<file path="config.mk">
export PLATFORM = sky130hd
export DESIGN_NAME = iir_dfo_history
export DESIGN_NICKNAME = d
export VERILOG_FILES = /design/src/design/iir_filter_direct_form_one_defines.svh /design/src/design/iir_dfo_pkg.sv /design/src/design/iir_dfo_history.sv
export SDC_FILE = /design/constraint.sdc
export NUM_CORES = 1
export LEC_CHECK = 0
export ABC_CLOCK_PERIOD_IN_PS = 1110
export BUFFER_PORTS_ARGS = -buffer_cell sky130_fd_sc_hd__buf_2
export CAP_MARGIN = 20
export CORE_MARGIN = 8
export CORE_UTILIZATION = 55
export DETAILED_ROUTE_END_ITERATION = 7
export PLACE_DENSITY = 0.84
export SYNTH_ARGS = -nofsm -noshare
export SYNTH_HDL_FRONTEND = slang
export SYNTH_SLANG_ARGS = --single-unit
</file>
<file path="constraint.sdc">
create_clock -name clk -period 1.11 [get_ports clk]
set_clock_uncertainty 0.05 [all_clocks]
set_input_delay 0 -clock clk [delete_from_list [all_inputs] [get_ports clk]]
set_output_delay 0 -clock clk [all_outputs]
set_load 0.01 [all_outputs]
</file>
<file path="src/design/iir_filter_direct_form_one_defines.svh">
// Assertion macros shared by the IIR filter RTL.
// Expects signals clk and rst_n in the scope where a macro is used.
`ifndef IIR_FILTER_DIRECT_FORM_ONE_DEFINES_SVH
`define IIR_FILTER_DIRECT_FORM_ONE_DEFINES_SVH

// Same-cycle implication, checked out of reset.
`define IIR_DFO_ASSERT_NOW(lbl, ante, cons, msg) \
    lbl: assert property (@(posedge clk) disable iff (!rst_n) (ante) |-> (cons)) \
        else $error(msg);

// Next-cycle implication, checked out of reset.
`define IIR_DFO_ASSERT_NEXT(lbl, ante, cons, msg) \
    lbl: assert property (@(posedge clk) disable iff (!rst_n) (ante) |=> (cons)) \
        else $error(msg);

`endif

</file>
<file path="src/design/iir_dfo_pkg.sv">
// Shared types and constants for the direct-form-I IIR filter.
// No dependencies; used by every module of the block.
package iir_dfo_pkg;

    localparam int CHANNELS   = 2;
    localparam int ORDER      = 3;
    localparam int CHAN_IDX_W = (CHANNELS > 1) ? $clog2(CHANNELS) : 1;

    localparam int SAMPLE_W = 24;
    localparam int COEF_W   = 32;
    localparam int PROD_W   = SAMPLE_W + COEF_W;
    localparam int ACC_W    = PROD_W + $clog2(2 * ORDER + 1);
    localparam int FRAC_SHIFT = 24;           // Q9.47 -> Q1.23

    localparam int SAMPLE_MAX = 8388607;
    localparam int SAMPLE_MIN = -8388608;

    localparam int COEF_TAPS = 4;             // b0..b3, a1..a3 always stored
    localparam logic [COEF_W-1:0] COEF_B0_RESET = 32'h0100_0000;  // 1.0

    localparam int CFG_IDX_W = 3;

    typedef enum logic [CFG_IDX_W-1:0] {
        REG_B0 = 3'd0,
        REG_B1 = 3'd1,
        REG_B2 = 3'd2,
        REG_B3 = 3'd3,
        REG_A1 = 3'd4,
        REG_A2 = 3'd5,
        REG_A3 = 3'd6
    } cfg_reg_e;

    typedef logic signed [SAMPLE_W-1:0] sample_t;

    // b[k] weights x[n-k]; a[k-1] weights y[n-k]
    typedef struct packed {
        logic [COEF_TAPS-1:0][COEF_W-1:0]   b;
        logic [COEF_TAPS-2:0][COEF_W-1:0]   a;
    } coef_set_t;

    // newest sample at index 0
    typedef logic [ORDER-1:0][SAMPLE_W-1:0] hist_t;

    typedef struct packed {
        logic                  en;
        logic [CHAN_IDX_W-1:0] idx;
    } hist_wr_t;

endpackage

</file>
<file path="src/design/iir_dfo_history.sv">
// Per-channel input and output delay lines of the filter.
// Depends on iir_dfo_pkg.
module iir_dfo_history
(
    input  logic                                    clk,
    input  logic                                    rst_n,
    input  logic [iir_dfo_pkg::CHAN_IDX_W-1:0]      rd_idx,
    output iir_dfo_pkg::hist_t                      x_hist,
    output iir_dfo_pkg::hist_t                      y_hist,
    input  iir_dfo_pkg::hist_wr_t                   wr,
    input  iir_dfo_pkg::sample_t                    wr_x,
    input  iir_dfo_pkg::sample_t                    wr_y
);

    iir_dfo_pkg::hist_t x_hist_reg [iir_dfo_pkg::CHANNELS];
    iir_dfo_pkg::hist_t y_hist_reg [iir_dfo_pkg::CHANNELS];
    iir_dfo_pkg::hist_t x_line_next;
    iir_dfo_pkg::hist_t y_line_next;

    assign x_hist = x_hist_reg[rd_idx];
    assign y_hist = y_hist_reg[rd_idx];

    // shifted line of the channel being written
    always_comb
    begin
        x_line_next = x_hist_reg[wr.idx];
        y_line_next = y_hist_reg[wr.idx];
        for (int k = iir_dfo_pkg::ORDER - 1; k > 0; k--)
        begin
            x_line_next[k] = x_hist_reg[wr.idx][k-1];
            y_line_next[k] = y_hist_reg[wr.idx][k-1];
        end
        x_line_next[0] = wr_x;
        y_line_next[0] = wr_y;
    end

    always_ff @(posedge clk or negedge rst_n)
    begin
        if (!rst_n)
        begin
            for (int c = 0; c < iir_dfo_pkg::CHANNELS; c++)
            begin
                x_hist_reg[c] <= '0;
                y_hist_reg[c] <= '0;
            end
        end
        else if (wr.en)
        begin
            x_hist_reg[wr.idx] <= x_line_next;
            y_hist_reg[wr.idx] <= y_line_next;
        end
    end

endmodule

</file>
**Word level (Yosys, flattened, before mapping)**

Index checks and enable logic that the tools add are counted.
W data, S select, Z words.

- Flip-flop bits (word level): 288
- Bits of input ports: 53
- Logic and storage cells: 34

- $lt $le $gt $ge: 3
- Mux-type cells: 16
- Bitwise logic cells: 2
- Reduce and logical (&&, ||, !) cells: 1

Operator list:

| kind | number |
|---|---|
| $mux W72 | 7 |
| $bwmux W144 | 2 |
| $mux W48 | 6 |
| $demux W72 S1 | 1 |
| $ge A2 B2 Y1 const B | 2 |
| $not A1 Y2 | 2 |
| $lt A2 B1 Y1 const B | 1 |
| $logic_and A1 B1 Y1 | 1 |

**Longest topological paths before layout**

- Depth in word-level cells: 6
- Depth in mapped cells: 5
- Depth with buffers taken out: 2

**Worst setup path before layout**

OpenSTA, ideal clock, no wires.

- Path type: input-to-reg
- Start point: input wr[1] in the netlist's numbering
- End point: register y_hist_reg[10] in the netlist's numbering
- Library setup time: 0.125 ns
- Arrival time: 0.861 ns
- Setup slack: 0.074 ns
- Stages on the path: 4
- Path buffers: 2
- Cell sequence: nand2_1 buf_4 buf_2 mux2_2

RTL lines:

| what | RTL line | source |
|---|---|---|
| start: declaration | iir_dfo_history.sv:10 | `input iir_dfo_pkg::hist_wr_t wr,` |
| end signal: indexed assignment | iir_dfo_history.sv:50 | `y_hist_reg[wr.idx] <= y_line_next;` |
| end: declaration | iir_dfo_history.sv:16 | `iir_dfo_pkg::hist_t y_hist_reg [iir_dfo_pkg::CHANNELS];` |

==> run_results.csv <==
group,metric,value,unit
timing,fmaxAchievable,688,MHz
timing,setup_slack,-0.344,ns
clock_network,root_buffer,"clkbuf_16",
setup_path,cp-start-kind,"register",
floorplan,ios,197,
routing,dr_wl_met3,2340,um
synth,yosys.area_share.simple,0.0809,%
synth,avgSynthCellArea,16.1,um^2
finish,drive_above_1_share,70.5,%
synth,synth.net_count,822,
finish,areaGrowthSynthToFinish,51.4,%
setup_path,endpoint_kind,"primary output",
finish,antenna_cells,0,
synth,ys_seq_area_share,58.2,%
clock_network,cts_tree,"yes",
setup_path,critPathArrivalTime,1.40,ns
power_and_ir_drop,comb_power_share,36.1,%
outcome,status,"finished, violations left",
routing,drt-pass1-iter-count,4,
synth,yosysWarnings,0,
power_and_ir_drop,p_int,0.0277,W
routing,avgRoutedWirePerCell,24.5,um
routing,highest_layer,"met4",
timing,finalSetupViolCount,160,
grt,grt_pass1_vias,9718,
synth,yosysUniqueCellTypes,8,
floorplan,die_area,0.0276,mm^2
clock_network,hold_buffers,50,
clock_network,cts_buffers,29,
clock_network,clk_path_buf_depth,3,
hold_path,hold_path.class,"in -> async",
synth,synth.area.mux_share,39.3,%
synth,synthAdderAreaFrac,0,%
power_and_ir_drop,p_sw_share,28.6,%
synth,synth_top_family_by_area,"multiplexers",
synth,synth_compound_area_share,0,%
floorplan,die_x,166,um
setup_path,path_max_fanout,2,
power_and_ir_drop,switchingPower,0.0111,W
clock_network,clkLatencyLatePin,0.54,ns
floorplan,coreArea,0.0224,mm^2
placement,place_congestion,0.743,
clock_network,cts.sinks,288,
setup_path,path_buf_inv,1,
placement,dp_hpwl,17700,um
setup_path,cp_top_family,"flip-flops",
timing,rsz0062_at_grt,"yes",
timing,period_needed,1.45,ns
power_and_ir_drop,ir_worst_vdd,0.00164,V
power_and_ir_drop,power.leakage,9.00,nW
timing,slew_viol_final,0,
routing,drcViolationCount,0,
timing,fin_crit_sh,131,%
placement,placement.cell_area,0.0141,mm^2
finish,utilization,83.8,%
clock_network,cts_htree_levels,1,
finish,design_area,0.0187,mm^2
synth,synth_area,0.0124,mm^2
power_and_ir_drop,power.density,2070,mW/mm^2
routing,wl_met1,14800,um
timing,whs,-0.0767,ns
setup_path,critical_path_required,1.06,ns
power_and_ir_drop,p_total,0.0388,W
setup_path,worstSetupPathType,"reg -> out",
floorplan,start_util,55.3,%
outcome,failed_checks,"negative hold slack, negative setup slack",
synth,synthXorXnorAreaFrac,0,%
timing,hold_viol,27,
routing,met2_length,20400,um
routing,drt-initial-drc-count,519,
routing,via_count,8796,
grt,grt_pass1_wl,54600,um
floorplan,fp.dieH,166,um
setup_path,cp_slowest_cell,"dfrtp_1",
setup_path,cp_cell_sequence,"mux2_4 -> buf_6",
setup_path,slowest_delay,0.44,ns
synth,synth-seq-cells,288,
routing,vias_per_cell,5.52,
grt,gr-total-overflow,0,
routing,wirelength,39000,um
power_and_ir_drop,clock_power_share,25.6,%
timing,worstMarginPinSlew,0.390,ns
synth,syn_inst,769,
routing,detail-route-antenna-nets,0,
flow_run,maxCapViolCount,0,
placement,io_buffer_count,196,
floorplan,fp-row-count,55,
grt,antenna_found_initial,0,
grt,grt_max_degree,49,
finish,nets,1341,
clock_network,clk_pin_slew,0.07,ns
timing,max_slew_margin,74.0,%
power_and_ir_drop,p_seq_share,38.4,%
grt,grtUsageTotal,24.6,%
## synthesized netlist by cell type
| cell | number | area share (%) |
|---|---|---|
| buf_2 | 33 | 1.3 |
| buf_4 | 7 | 0.42 |
| buf_6 | 7 | 0.64 |
| dfrtp_1 | 288 | 58 |
| mux2_1 | 60 | 5.5 |
| mux2_2 | 372 | 34 |
| nand2_1 | 1 | 0.030 |
| nor2b_1 | 1 | 0.051 |
## power by group through the flow
stage,combinational (W),clock (W),sequential (W)
6_report,0.0140,0.00991,0.0149
5_1_grt,0.0147,0.0104,0.0150
4_1_cts,0.0120,0.00979,0.0144
3_5_place_dp,0.00734,0,0.0148
3_3_place_gp,0.00714,0,0.0146
2_1_floorplan,0.00475,0,0.0142
## routing by layer
metal | vias to the layer above | GRT usage [%]
met5 | - | 0
met4 | 0 | 7.27
met3 | 111 | 5.47
met2 | 332 | 44.5
met1 | 4560 | 28.7
li1 | 3793 | -
## placed cells by master, fill, tap and decap left out
cell type | netlist | routed
dlygate4sd3_1 | 0 | 49
clkbuf_8 | 0 | 7
buf_4 | 7 | 268
mux2_4 | 0 | 140
nor2b_4 | 0 | 1
clkbuf_16 | 0 | 29
clkbuf_1 | 0 | 7
nand2_4 | 0 | 1
mux2_1 | 60 | 42
dfrtp_1 | 288 | 288
buf_2 | 33 | 50
buf_8 | 0 | 1
buf_6 | 7 | 147
clkinv_2 | 0 | 7
bufinv_16 | 0 | 2
mux2_2 | 372 | 250
buf_12 | 0 | 20
## area by class of cell
| cell class | instances | area (um^2) |
|---|---|---|
| well taps | 285 | 357 |
| clock inverters | 9 | 95.1 |
| clock buffers | 43 | 848 |
| multi-input cells | 434 | 5420 |
| repair buffers | 535 | 4820 |
| fillers | 929 | 3620 |
| flip-flops and latches | 288 | 7210 |
## final timing paths
check                      cells past startpoint       startpoint  slack (ns)         endpoint
max                                            2   y_hist_reg[85]       -0.34       y_hist[13]
min                                            2            rst_n       -0.08   y_hist_reg[67]
max reg2reg                                    3  y_hist_reg[110]       -0.04  y_hist_reg[110]
min reg2reg                                    1  x_hist_reg[134]        0.45  x_hist_reg[134]
max in group asynchronous                      3            rst_n        0.46   x_hist_reg[27]
min in group clk                               4            wr[0]           0  x_hist_reg[107]
## cells by family (layout without fill, tap and decap cells)
logic type,Yosys count,after routing
muxes,432,432
DFF,288,288
buffers and inverters,47,587
and+or+nand+nor,2,2
## repair_timing
action / 4_1_cts / 5_1_grt
endpoints found under the setup margin: 144 / 146
gates resized for setup: 243 / 48
endpoints found under the hold margin: 385 / 27
setup buffers: 152 / 83
pin swaps: 0 / 0
## stage by stage
stage / TNS, ns / cells / setup WS, ns
6_report: -40.43 / 1594 / -0.344
3_5_place_dp: -10.88 / 1258 / -0.101
2_1_floorplan: 0 / 769 / 0.0738
3_3_place_gp: -7.55 / 1258 / -0.0780
4_1_cts: -39.26 / 1512 / -0.323
5_1_grt: -45.31 / 1594 / -0.359
No activity file was read; power rests on OpenSTA's default activity.
