File: src/design/iir_filter_direct_form_one_defines.svh
// Assertion macros shared by the IIR filter RTL.
// Expects signals clk and rst_n in the scope where a macro is used.
`ifndef IIR_FILTER_DIRECT_FORM_ONE_DEFINES_SVH
`define IIR_FILTER_DIRECT_FORM_ONE_DEFINES_SVH

// Same-cycle implication, checked out of reset.
`define IIR_DFO_ASSERT_NOW(lbl, ante, cons, msg) \
    lbl: assert property (@(posedge clk) disable iff (!rst_n) (ante) |-> (cons)) \
        else $error(msg);

// Next-cycle implication, checked out of reset.
`define IIR_DFO_ASSERT_NEXT(lbl, ante, cons, msg) \
    lbl: assert property (@(posedge clk) disable iff (!rst_n) (ante) |=> (cons)) \
        else $error(msg);

`endif

File: src/design/iir_dfo_pkg.sv
// Shared types and constants for the direct-form-I IIR filter.
// No dependencies; used by every module of the block.
package iir_dfo_pkg;

    localparam int CHANNELS   = 2;
    localparam int ORDER      = 3;
    localparam int CHAN_IDX_W = (CHANNELS > 1) ? $clog2(CHANNELS) : 1;

    localparam int SAMPLE_W = 24;
    localparam int COEF_W   = 32;
    localparam int PROD_W   = SAMPLE_W + COEF_W;
    localparam int ACC_W    = PROD_W + $clog2(2 * ORDER + 1);
    localparam int FRAC_SHIFT = 24;           // Q9.47 -> Q1.23

    localparam int SAMPLE_MAX = 8388607;
    localparam int SAMPLE_MIN = -8388608;

    localparam int COEF_TAPS = 4;             // b0..b3, a1..a3 always stored
    localparam logic [COEF_W-1:0] COEF_B0_RESET = 32'h0100_0000;  // 1.0

    localparam int CFG_IDX_W = 3;

    typedef enum logic [CFG_IDX_W-1:0] {
        REG_B0 = 3'd0,
        REG_B1 = 3'd1,
        REG_B2 = 3'd2,
        REG_B3 = 3'd3,
        REG_A1 = 3'd4,
        REG_A2 = 3'd5,
        REG_A3 = 3'd6
    } cfg_reg_e;

    typedef logic signed [SAMPLE_W-1:0] sample_t;

    // b[k] weights x[n-k]; a[k-1] weights y[n-k]
    typedef struct packed {
        logic [COEF_TAPS-1:0][COEF_W-1:0]   b;
        logic [COEF_TAPS-2:0][COEF_W-1:0]   a;
    } coef_set_t;

    // newest sample at index 0
    typedef logic [ORDER-1:0][SAMPLE_W-1:0] hist_t;

    typedef struct packed {
        logic                  en;
        logic [CHAN_IDX_W-1:0] idx;
    } hist_wr_t;

endpackage

File: src/design/iir_dfo_coef_regs.sv
// Coefficient register file written through the configuration port.
// Depends on iir_dfo_pkg.
module iir_dfo_coef_regs
(
    input  logic                                clk,
    input  logic                                rst_n,
    input  logic                                cfg_we,
    input  logic [iir_dfo_pkg::CFG_IDX_W-1:0]   cfg_index,
    input  logic [iir_dfo_pkg::COEF_W-1:0]      cfg_data,
    output iir_dfo_pkg::coef_set_t              coefs
);

    iir_dfo_pkg::coef_set_t coefs_reg;
    iir_dfo_pkg::coef_set_t coefs_next;

    always_comb
    begin
        coefs_next = coefs_reg;
        if (cfg_we)
        begin
            unique case (iir_dfo_pkg::cfg_reg_e'(cfg_index))
                iir_dfo_pkg::REG_B0: coefs_next.b[0] = cfg_data;
                iir_dfo_pkg::REG_B1: coefs_next.b[1] = cfg_data;
                iir_dfo_pkg::REG_B2: coefs_next.b[2] = cfg_data;
                iir_dfo_pkg::REG_B3: coefs_next.b[3] = cfg_data;
                iir_dfo_pkg::REG_A1: coefs_next.a[0] = cfg_data;
                iir_dfo_pkg::REG_A2: coefs_next.a[1] = cfg_data;
                iir_dfo_pkg::REG_A3: coefs_next.a[2] = cfg_data;
                default: ;  // unmapped index, write dropped
            endcase
        end
    end

    always_ff @(posedge clk or negedge rst_n)
    begin
        if (!rst_n)
        begin
            // b0 = 1.0, every other tap zero
            coefs_reg <= '{
                b: {{((iir_dfo_pkg::COEF_TAPS - 1) * iir_dfo_pkg::COEF_W){1'b0}},
                    iir_dfo_pkg::COEF_B0_RESET},
                a: '0
            };
        end
        else
        begin
            coefs_reg <= coefs_next;
        end
    end

    assign coefs = coefs_reg;

endmodule

File: config.mk
export PLATFORM = sky130hd
export DESIGN_NAME = iir_dfo_coef_regs
export DESIGN_NICKNAME = d
export VERILOG_FILES = /design/src/design/iir_filter_direct_form_one_defines.svh /design/src/design/iir_dfo_pkg.sv /design/src/design/iir_dfo_coef_regs.sv
export SDC_FILE = /design/constraint.sdc
export NUM_CORES = 1
export LEC_CHECK = 0
export BUFFER_PORTS_ARGS = -buffer_cell sky130_fd_sc_hd__buf_2
export CAP_MARGIN = 20
export CORE_AREA = 2 2 160 99
export CTS_BUF_LIST = sky130_fd_sc_hd__clkbuf_8
export DETAILED_ROUTE_END_ITERATION = 12
export DIE_AREA = 0 0 162 101
export PLACE_DENSITY = 0.89
export SETUP_SLACK_MARGIN = 0.15
export SLEW_MARGIN = 40
export SYNTH_ARGS = -nofsm -noshare
export SYNTH_HDL_FRONTEND = slang
export SYNTH_SLANG_ARGS = --single-unit
export TNS_END_PERCENT = 5
File: constraint.sdc
create_clock -name clk -period 1.4 [get_ports clk]
set_input_delay 0.21 -clock clk [delete_from_list [all_inputs] [get_ports clk]]
set_output_delay 0.21 -clock clk [all_outputs]
set_load 0.1 [all_outputs]
==> impl_metrics.csv, run 1 <==
group,metric,value,unit
yosys,synth_most_common_cell,"dfrtp_1",
place,gp_congestion,0.816,
yosys,ys_seq_elements,224,
yosys,synth_top_area_share,66.6,%
clock_network,cts_sinks,224,
timing,worstEndpointType,"primary output",
global_routing,grt_max_degree,47,
floorplan,initial_core_util,55.9,%
place,dpl.hpwl,14700,um
yosys,async_reset_ff_share,100,%
yosys,yosys_most_used_dff,"dfrtp_1",
clock_network,numCtsBuffers,34,
yosys,synth_area_leaders,"dfrtp_1, mux2_2, mux2_1",
yosys,syn-cell-area,0.00838,mm^2
place,place_ws,-0.199,ns
floorplan,rows,35,
yosys,yosysWarnings,0,
clock_network,cts_buffer_depth,3,
yosys,avgSynthCellArea,17.3,um^2
floorplan,fp.dieH,101,um
yosys,synthTopCellsByCount,"dfrtp_1, mux2_2, mux2_1",
clock_network,cts_max_level,2,
yosys,synth_edf_count,0,
yosys,yosysTopAreaCell,"dfrtp_1",
yosys,seq_area_frac_synth,66.9,%
status,stop_error,"[ERROR DPL-0033] detailed placement checks failed during check placement.",
status,stop_stage,"global routing",
timing,crit_endpoint,"coefs[120]",
floorplan,die_w,162,um
yosys,synth_nets,521,
global_routing,antenna_found_initial,1,
status,status,"aborted with a tool error",
floorplan,pin_count,262,
clock_network,root_buffer,"clkbuf_8",
place,io_buffers,261,
yosys,yosysUniqueCellTypes,9,
yosys,syn_inst,483,
==> timing repair <==
item,in CTS
endpoints found under the setup margin,224
pin swaps,0
hold buffers,1
gates resized for setup,890
setup buffers,2
gates cloned,0
endpoints found under the hold margin,134
==> metrics by stage <==
step,area (um^2),cells,util [%]
2_1_floorplan,8480,483,-
3_3_place_gp,10200,943,67.8
3_5_place_dp,10200,943,67.8
4_1_cts,14200,1005,95.0
==> cells by family after synthesis <==
group | after synthesis | share of synthesized area, %
buffers and inverters | 28 | 2.03
flip-flops | 224 | 66.9
multiplexers | 224 | 30.1
AND/OR/NAND/NOR | 7 | 0.956
==> inputs of run 2 (changes only) <==
- CORE_AREA: 2 2 160 99 -> 2 2 148 150
- CTS_BUF_LIST: sky130_fd_sc_hd__clkbuf_8 -> not set
- DIE_AREA: 0 0 162 101 -> 0 0 150 152
- PLACE_DENSITY: 0.89 -> not set
- PLACE_DENSITY_LB_ADDON: not set -> 0.15
- SETUP_SLACK_MARGIN: 0.15 -> not set
==> run 2 against run 1 <==
- the flow now finishes, with violations (setup timing)
- synthesized area did not move
- synthesized cell count did not move
==> impl_metrics.csv, run 2 <==
group,metric,value,unit
critical_path,startpoint,"coefs[120]$_DFFE_PN1P_",
critical_path,cp.required,1.19,ns
critical_path,cp-end-kind,"primary output",
detailed_routing,routedWlPerCell,20.1,um
critical_path,path_depth,1,
yosys,synthTopCellsByCount,"dfrtp_1, mux2_2, mux2_1",
detailed_routing,vias,5215,
timing,slew_violations,0,
critical_path,cp_slowest_stage_delay,0.55,ns
global_routing,grt_pass1_vias,5639,
timing,setup-tns-final,-0.0293,ns
timing,max-slew-margin-rel,74.8,%
yosys,synth_edf_count,0,
floorplan,die_area,0.0228,mm^2
clock_network,cts_buffer_depth,3,
yosys,avgSynthCellArea,17.3,um^2
yosys,syn_inst,483,
floorplan,pin_count,262,
yosys,synth_area_leaders,"dfrtp_1, mux2_2, mux2_1",
critical_path,start_kind,"register",
floorplan,initial_core_util,39.2,%
hold_path,hold_path.class,"in2reg",
status,violations,"setup timing",
critical_path,critPathCapture,"coefs[120]",
global_routing,groute.usage.overall,18.6,%
final_layout,nets,813,
critical_path,path_max_fanout,2,
yosys,synth_nets,521,
global_routing,grt-ovfl-total,0,
timing,setup_viol,1,
timing,maxClockFrequency,700,MHz
yosys,seq_area_frac_synth,66.9,%
timing,grt_setup_unrepaired,"true",
critical_path,r2r-start,"coefs[13]$_DFFE_PN0P_",
timing,fin_skew,0,ns
clock_network,tritoncts,"built",
critical_path,critPathKind,"reg2out",
global_routing,gr-usage-met2,31.5,%
yosys,yosysUniqueCellTypes,9,
place,dpl.hpwl,14500,um
timing,hold_viol,0,
final_layout,n_antenna_cell,0,
yosys,async_reset_ff_share,100,%
yosys,yosysTopAreaCell,"dfrtp_1",
place,io_buffers,261,
yosys,ys_seq_elements,224,
critical_path,crit_chain,"buf_12",
global_routing,antenna_found_initial,0,
yosys,synth_most_common_cell,"dfrtp_1",
clock_network,clkLatencyLatePin,0.50,ns
final_layout,drive_gt1_share,64.9,%
global_routing,grt_pass1_wl,32700,um
final_layout,area_growth,45.4,%
final_layout,final_cell_mix,"dfrtp_1, mux2_2, buf_6",
clock_network,cts_sinks,224,
clock_network,cts_max_level,1,
yosys,yosys_most_used_dff,"dfrtp_1",
flow_run,max_cap_violations,0,
detailed_routing,viasPerCell,4.86,
detailed_routing,drt_iter0_markers,146,
critical_path,cp_num_buf_inv,1,
critical_path,path_delay_family,"flip-flops",
place,place_ws,-0.152,ns
final_layout,largest_reg_flops,224,
clock_network,numCtsBuffers,24,
detailed_routing,first_pass_iters,4,
global_routing,grt_max_degree,39,
critical_path,rr_worst_depth,1,
timing,worst_pin_slew,0.378,ns
detailed_routing,drc,0,
floorplan,core,0.0214,mm^2
detailed_routing,routed_wl,21600,um
place,place_area,0.0103,mm^2
critical_path,rr_endpoint,"coefs[13]$_DFFE_PN0P_",
critical_path,arrival,1.22,ns
final_layout,layout_commonest_cell,"dfrtp_1",
timing,fin_ws,-0.0293,ns
timing,fin_crit_sh,102,%
critical_path,slowest_stage,"dfstp_2",
floorplan,fp.dieH,152,um
floorplan,rows,54,
timing,period_minus_slack,1.43,ns
detailed_routing,drtAntennaViolNets,0,
final_layout,fin_util,57.1,%
clock_network,cts_setup_buffers,0,
global_routing,met1_usage,24.2,%
global_routing,busiest_layer,"met2",
critical_path,rrSetupSlack,0.58,ns
clock_network,clk_pin_slew,0.06,ns
status,status,"complete, but fails checks",
clock_network,root_buffer,"clkbuf_16",
yosys,syn-cell-area,0.00838,mm^2
global_routing,met3_usage,4.44,%
final_layout,stdcell_area,0.0122,mm^2
yosys,yosysWarnings,0,
floorplan,die_w,150,um
place,gp_congestion,0.761,
yosys,synth_top_area_share,66.6,%
run 2: cell counts after synthesis:
No cell type changed its count.
run 2: how the worst min path moves through the flow:
stage                                  end         start  cells past startpoint
finish               coefs[16]$_DFFE_PN0P_  cfg_data[16]                      2
global route        coefs[216]$_DFFE_PN0P_  cfg_data[24]                      2
CTS                  coefs[16]$_DFFE_PN0P_  cfg_data[16]                      2
detailed placement   coefs[44]$_DFFE_PN0P_         rst_n                      1
global placement     coefs[44]$_DFFE_PN0P_         rst_n                      1
floorplan             coefs[0]$_DFFE_PN0P_         rst_n                      0
run 2: stage by stage:
step	hold slack, ns	cells
2_1_floorplan	-0.0856	483
3_3_place_gp	0.172	1022
3_5_place_dp	0.176	1022
4_1_cts	0.000466	1072
5_1_grt	0.0143	1072
6_report	0.0157	1072
run 2: cells by family after synthesis:
| kind of cell | after synthesis | share of synthesized area [%] |
|---|---|---|
| buffers and inverters | 28 | 2.03 |
| DFF | 224 | 66.9 |
| muxes | 224 | 30.1 |
| and+or+nand+nor | 7 | 0.956 |
run 2: final cells by class:
cell class                      instances  area, um^2
Clock buffer                           35         703
Tap cell                              280         350
Clock inverter                          8        46.3
Timing Repair Buffer                  294        2830
Fill cell                            1738        9170
Multi-Input combinational cell        231        2650
Sequential cell                       224        5610
run 2: metal layers:
layer	vias up	wire (um)	share of wire, %
met5	-	0	0
met4	0	270	1.3
met3	20	1520	7.0
met2	168	10800	50
met1	2723	9020	42
li1	2304	-	-
run 2: repair_timing:
action                     CTS  global route
hold endpoints to repair   189             0
hold buffers                 7             0
gates resized for setup    239           113
setup endpoints to repair  223           114
Power of run 2 is not shown: default switching activity piles up to over one toggle a cycle in this logic, so the estimate is an artifact.
==> inputs of run 3 (changes only) <==
- CTS_BUF_LIST: not set -> sky130_fd_sc_hd__clkbuf_16
- SKIP_CTS_REPAIR_TIMING: not set -> 1
==> run 3 against run 2 <==
- the flow still finishes with violations (setup timing)
- final cell count is 0.56% lower
- design area fell by 0.82%
- fmax down 0.24%
- routed wire length down 0.14%
- via count down 0.50%
- utilization down 0.47 points
- sequential cell count unchanged
- critical path type unchanged
==> impl_metrics.csv, run 3 (synthesis gave the netlist of run 2 again) <==
group,metric,value,unit
floorplan,rows,54,
status,status,"complete, but fails checks",
final_layout,nets,807,
detailed_routing,drc,0,
final_layout,layout_commonest_cell,"dfrtp_1",
critical_path,rrSetupSlack,0.57,ns
detailed_routing,first_pass_iters,4,
timing,grt_setup_unrepaired,"true",
critical_path,r2r-start,"coefs[107]$_DFFE_PN0P_",
critical_path,start_kind,"register",
critical_path,cp_num_buf_inv,1,
status,violations,"setup timing",
timing,slew_violations,0,
timing,fin_crit_sh,102,%
final_layout,largest_reg_flops,224,
place,dpl.hpwl,14500,um
clock_network,tritoncts,"built",
critical_path,critPathKind,"reg2out",
hold_path,hold-path-cell-count,2,
clock_network,numCtsBuffers,24,
global_routing,grt_pass1_wl,32500,um
detailed_routing,drt_iter0_markers,152,
final_layout,fill_cells,1743,
critical_path,crit_chain,"buf_12",
hold_path,whs_endpoint,"coefs[103]$_DFFE_PN0P_",
timing,fin_ws,-0.0328,ns
detailed_routing,routed_wl,21600,um
critical_path,cp-end-kind,"primary output",
timing,period_minus_slack,1.43,ns
timing,max-slew-margin-rel,74.4,%
critical_path,cp_slowest_stage_delay,0.55,ns
timing,hold_viol,0,
critical_path,rr_worst_depth,1,
detailed_routing,vias,5189,
detailed_routing,drtAntennaViolNets,0,
hold_path,hold_path.class,"in2reg",
final_layout,stdcell_area,0.0121,mm^2
global_routing,groute.usage.overall,18.4,%
place,io_buffers,261,
final_layout,drive_gt1_share,64.9,%
critical_path,rr_endpoint,"coefs[107]$_DFFE_PN0P_",
clock_network,cts_max_level,1,
floorplan,die_w,150,um
global_routing,grt_max_degree,39,
clock_network,root_buffer,"clkbuf_16",
floorplan,pin_count,262,
clock_network,cts_sinks,224,
global_routing,antenna_found_initial,0,
place,gp_congestion,0.761,
final_layout,final_cell_mix,"dfrtp_1, mux2_2, buf_6",
floorplan,initial_core_util,39.2,%
timing,setup-tns-final,-0.0328,ns
timing,worst_pin_slew,0.384,ns
place,place_area,0.0103,mm^2
critical_path,cp.required,1.19,ns
hold_path,hp-start,"cfg_data[7]",
timing,holdWs,0.00451,ns
critical_path,arrival,1.22,ns
floorplan,core,0.0214,mm^2
clock_network,clk_pin_slew,0.06,ns
critical_path,path_delay_family,"flip-flops",
floorplan,fp.dieH,152,um
final_layout,n_antenna_cell,0,
critical_path,path_max_fanout,2,
timing,fin_skew,0,ns
detailed_routing,viasPerCell,4.87,
final_layout,area_growth,44.2,%
global_routing,grt_pass1_vias,5559,
timing,maxClockFrequency,698,MHz
critical_path,slowest_stage,"dfstp_2",
clock_network,cts_buffer_depth,3,
global_routing,grt-ovfl-total,0,
floorplan,die_area,0.0228,mm^2
timing,setup_viol,1,
flow_run,max_cap_violations,0,
detailed_routing,routedWlPerCell,20.2,um
clock_network,clkLatencyLatePin,0.50,ns
[run 3: cell types whose count changed in the layout (fill, tap and decap cells not counted)]
cell	previous run	this run
clkinv_1	0	4
dlygate4sd3_1	7	1
inv_1	0	6
clkbuf_8	5	1
clkbuf_1	6	0
[run 3: per-layer routing]
layer | wire length, um | vias up | GRT usage (%)
met2 | 10800 | 168 | 31.1
met3 | 1510 | 26 | 4.29
met5 | 0 | - | 0
met1 | 8890 | 2694 | 24.1
li1 | - | 2301 | -
met4 | 345 | 0 | 3.95
[run 3: how the worst max path moves through the flow]
| stage | cells after the start | start | end |
|---|---|---|---|
| 2_1_floorplan | 5 | cfg_index[0] | coefs[12]$_DFFE_PN0P_ |
| 3_3_place_gp | 4 | cfg_index[0] | coefs[25]$_DFFE_PN0P_ |
| 3_5_place_dp | 5 | cfg_index[1] | coefs[58]$_DFFE_PN0P_ |
| 4_1_cts | 1 | coefs[20]$_DFFE_PN0P_ | coefs[20] |
| 5_1_grt | 1 | coefs[120]$_DFFE_PN1P_ | coefs[120] |
| 6_report | 1 | coefs[120]$_DFFE_PN1P_ | coefs[120] |
[run 3: cell type report]
class,instances,area (um^2),area share (%)
Clock buffer,25,626,5.18
Clock inverter,18,83.8,0.694
Multi-Input combinational cell,231,2650,21.9
Sequential cell,224,5610,46.4
Tap cell,280,350,2.90
Timing Repair Buffer,288,2770,22.9
[run 3: stage by stage]
step | setup slack, ns | util [%] | cells
floorplan | 0.0135 | - | 483
detailed placement | -0.152 | 48.3 | 1022
global route | -0.0782 | 56.6 | 1066
finish | -0.0328 | 56.6 | 1066
global placement | -0.124 | 48.3 | 1022
CTS | -0.163 | 51.7 | 1065
Power of run 3 is left out for the same reason.
==> inputs of run 4 (changes only) <==
==> constraint.sdc (replaced) <==
create_clock -name clk -period 1.4 [get_ports clk]
set_input_delay 0.07 -clock clk [delete_from_list [all_inputs] [get_ports clk]]
set_output_delay 0.07 -clock clk [all_outputs]
set_load 0.1 [all_outputs]
==> run 4 against run 3 <==
- the run now ends clean
- non-clock buffer count up 24
- global-route usage down 0.14 points
- die area unchanged
- final cell count up 2.3%
- setup slack better by 0.073 ns
- routed wire length down 2.8%
- sequential share of layout area up 2.2 points
- critical path depth unchanged
- design area down 4.5%
- critical path type unchanged
- critical endpoint is now coefs[128]
==> impl_metrics.csv, run 4 (synthesis gave the netlist of run 2 again) <==
group,metric,value,unit
detailed_routing,viasPerCell,4.85,
clock_network,numCtsBuffers,24,
critical_path,cp_slowest_stage_delay,0.44,ns
clock_network,cts_max_level,1,
clock_network,tritoncts,"built",
final_layout,nets,831,
timing,slew_violations,0,
clock_network,clk_pin_slew,0.06,ns
final_layout,fin_cells,1090,
critical_path,critPathKind,"reg2out",
timing,hold_viol,0,
floorplan,fp.dieH,152,um
critical_path,cp-end-kind,"primary output",
timing,setup-tns-final,0,ns
global_routing,grt-ovfl-total,0,
detailed_routing,first_pass_iters,4,
detailed_routing,routedWlPerCell,19.2,um
critical_path,cp_num_buf_inv,1,
critical_path,cp.required,1.33,ns
detailed_routing,vias,5289,
final_layout,layout_commonest_cell,"dfrtp_1",
critical_path,slowest_stage,"buf_2",
critical_path,arrival,1.29,ns
detailed_routing,routed_wl,21000,um
floorplan,pin_count,262,
timing,period_minus_slack,1.36,ns
place,io_buffers,261,
critical_path,crit_chain,"buf_2",
status,status,"finished clean",
flow_run,max_cap_violations,0,
global_routing,grt_pass1_wl,32600,um
place,dpl.hpwl,14200,um
clock_network,cts_sinks,224,
timing,fin_skew,0,ns
clock_network,clkLatencyLatePin,0.49,ns
detailed_routing,drtAntennaViolNets,0,
global_routing,grt_max_degree,47,
final_layout,largest_reg_flops,224,
place,dpl.cell_count,1014,
critical_path,path_delay_family,"buffers and inverters",
detailed_routing,drc,0,
global_routing,groute.usage.overall,18.2,%
global_routing,antenna_found_initial,0,
final_layout,fill_cells,1820,
timing,setup_viol,0,
floorplan,die_w,150,um
final_layout,drive_gt1_share,62.5,%
timing,maxClockFrequency,735,MHz
hold_path,hold_path.class,"in2async",
timing,fin_crit_sh,97.1,%
floorplan,core,0.0214,mm^2
floorplan,die_area,0.0228,mm^2
floorplan,rows,54,
clock_network,cts_buffer_depth,3,
final_layout,n_antenna_cell,0,
critical_path,path_max_fanout,2,
final_layout,area_growth,37.8,%
clock_network,root_buffer,"clkbuf_16",
timing,max-slew-margin-rel,64.8,%
floorplan,initial_core_util,39.2,%
final_layout,final_cell_mix,"dfrtp_1, buf_2, mux2_2",
global_routing,grt_pass1_vias,5625,
critical_path,start_kind,"register",
timing,worst_pin_slew,0.532,ns
detailed_routing,drt_iter0_markers,133,
place,gp_congestion,0.765,
-- run 4: cell count changes in the layout (fill, tap and decap cells not counted), moves of 2 or more --
cell / before / now
clkbuf_4: 0 / 64
dlygate4sd3_1: 1 / 33
clkinv_2: 6 / 4
buf_6: 130 / 1
inv_1: 6 / 2
buf_2: 36 / 195
bufinv_16: 0 / 5
buf_4: 104 / 6
buf_12: 16 / 12
-- run 4: final cells by class --
cell class              instances  area (um^2)  area share (%)
flip-flops and latches        224         5610            48.6
clock inverters                18          216            1.88
well taps                     280          350            3.03
repair buffers                312         2100            18.2
clock buffers                  25          626            5.42
multi-input cells             231         2650            22.9
-- run 4: layer usage --
layer	part of all wire, %	vias up	global-route usage [%]
met5	0	-	0
met4	2.4	0	5.48
met3	6.5	30	4.26
met2	49	179	31.0
met1	42	2736	23.2
li1	-	2344	-
-- run 4: path summary, 6_finish.rpt --
| kind | cells past startpoint | slack (ns) | end | startpoint |
|---|---|---|---|---|
| max | 1 | 0.04 | coefs[128] | coefs[128]$_DFFE_PN0P_ |
| min | 2 | 0.09 | coefs[173]$_DFFE_PN0P_ | rst_n |
| max reg2reg | 1 | 0.61 | coefs[14]$_DFFE_PN0P_ | coefs[14]$_DFFE_PN0P_ |
| min reg2reg | 1 | 0.48 | coefs[106]$_DFFE_PN0P_ | coefs[106]$_DFFE_PN0P_ |
| max in group asynchronous | 3 | 0.68 | coefs[120]$_DFFE_PN1P_ | rst_n |
| min in group clk | 4 | 0.30 | coefs[16]$_DFFE_PN0P_ | cfg_index[0] |
-- run 4: stage by stage --
step,setup slack [ns],utilization (%),hold slack [ns],cell area (um^2)
floorplan,0.120,-,-0.226,8380
global placement,0.0194,47.8,0.0407,10200
detailed placement,-0.00485,47.8,0.0480,10200
CTS,-0.129,51.7,-0.489,11000
global route,-0.0000236,54.1,0.101,11500
finish,0.0399,54.1,0.0853,11500
Power of run 4 is left out for the same reason.
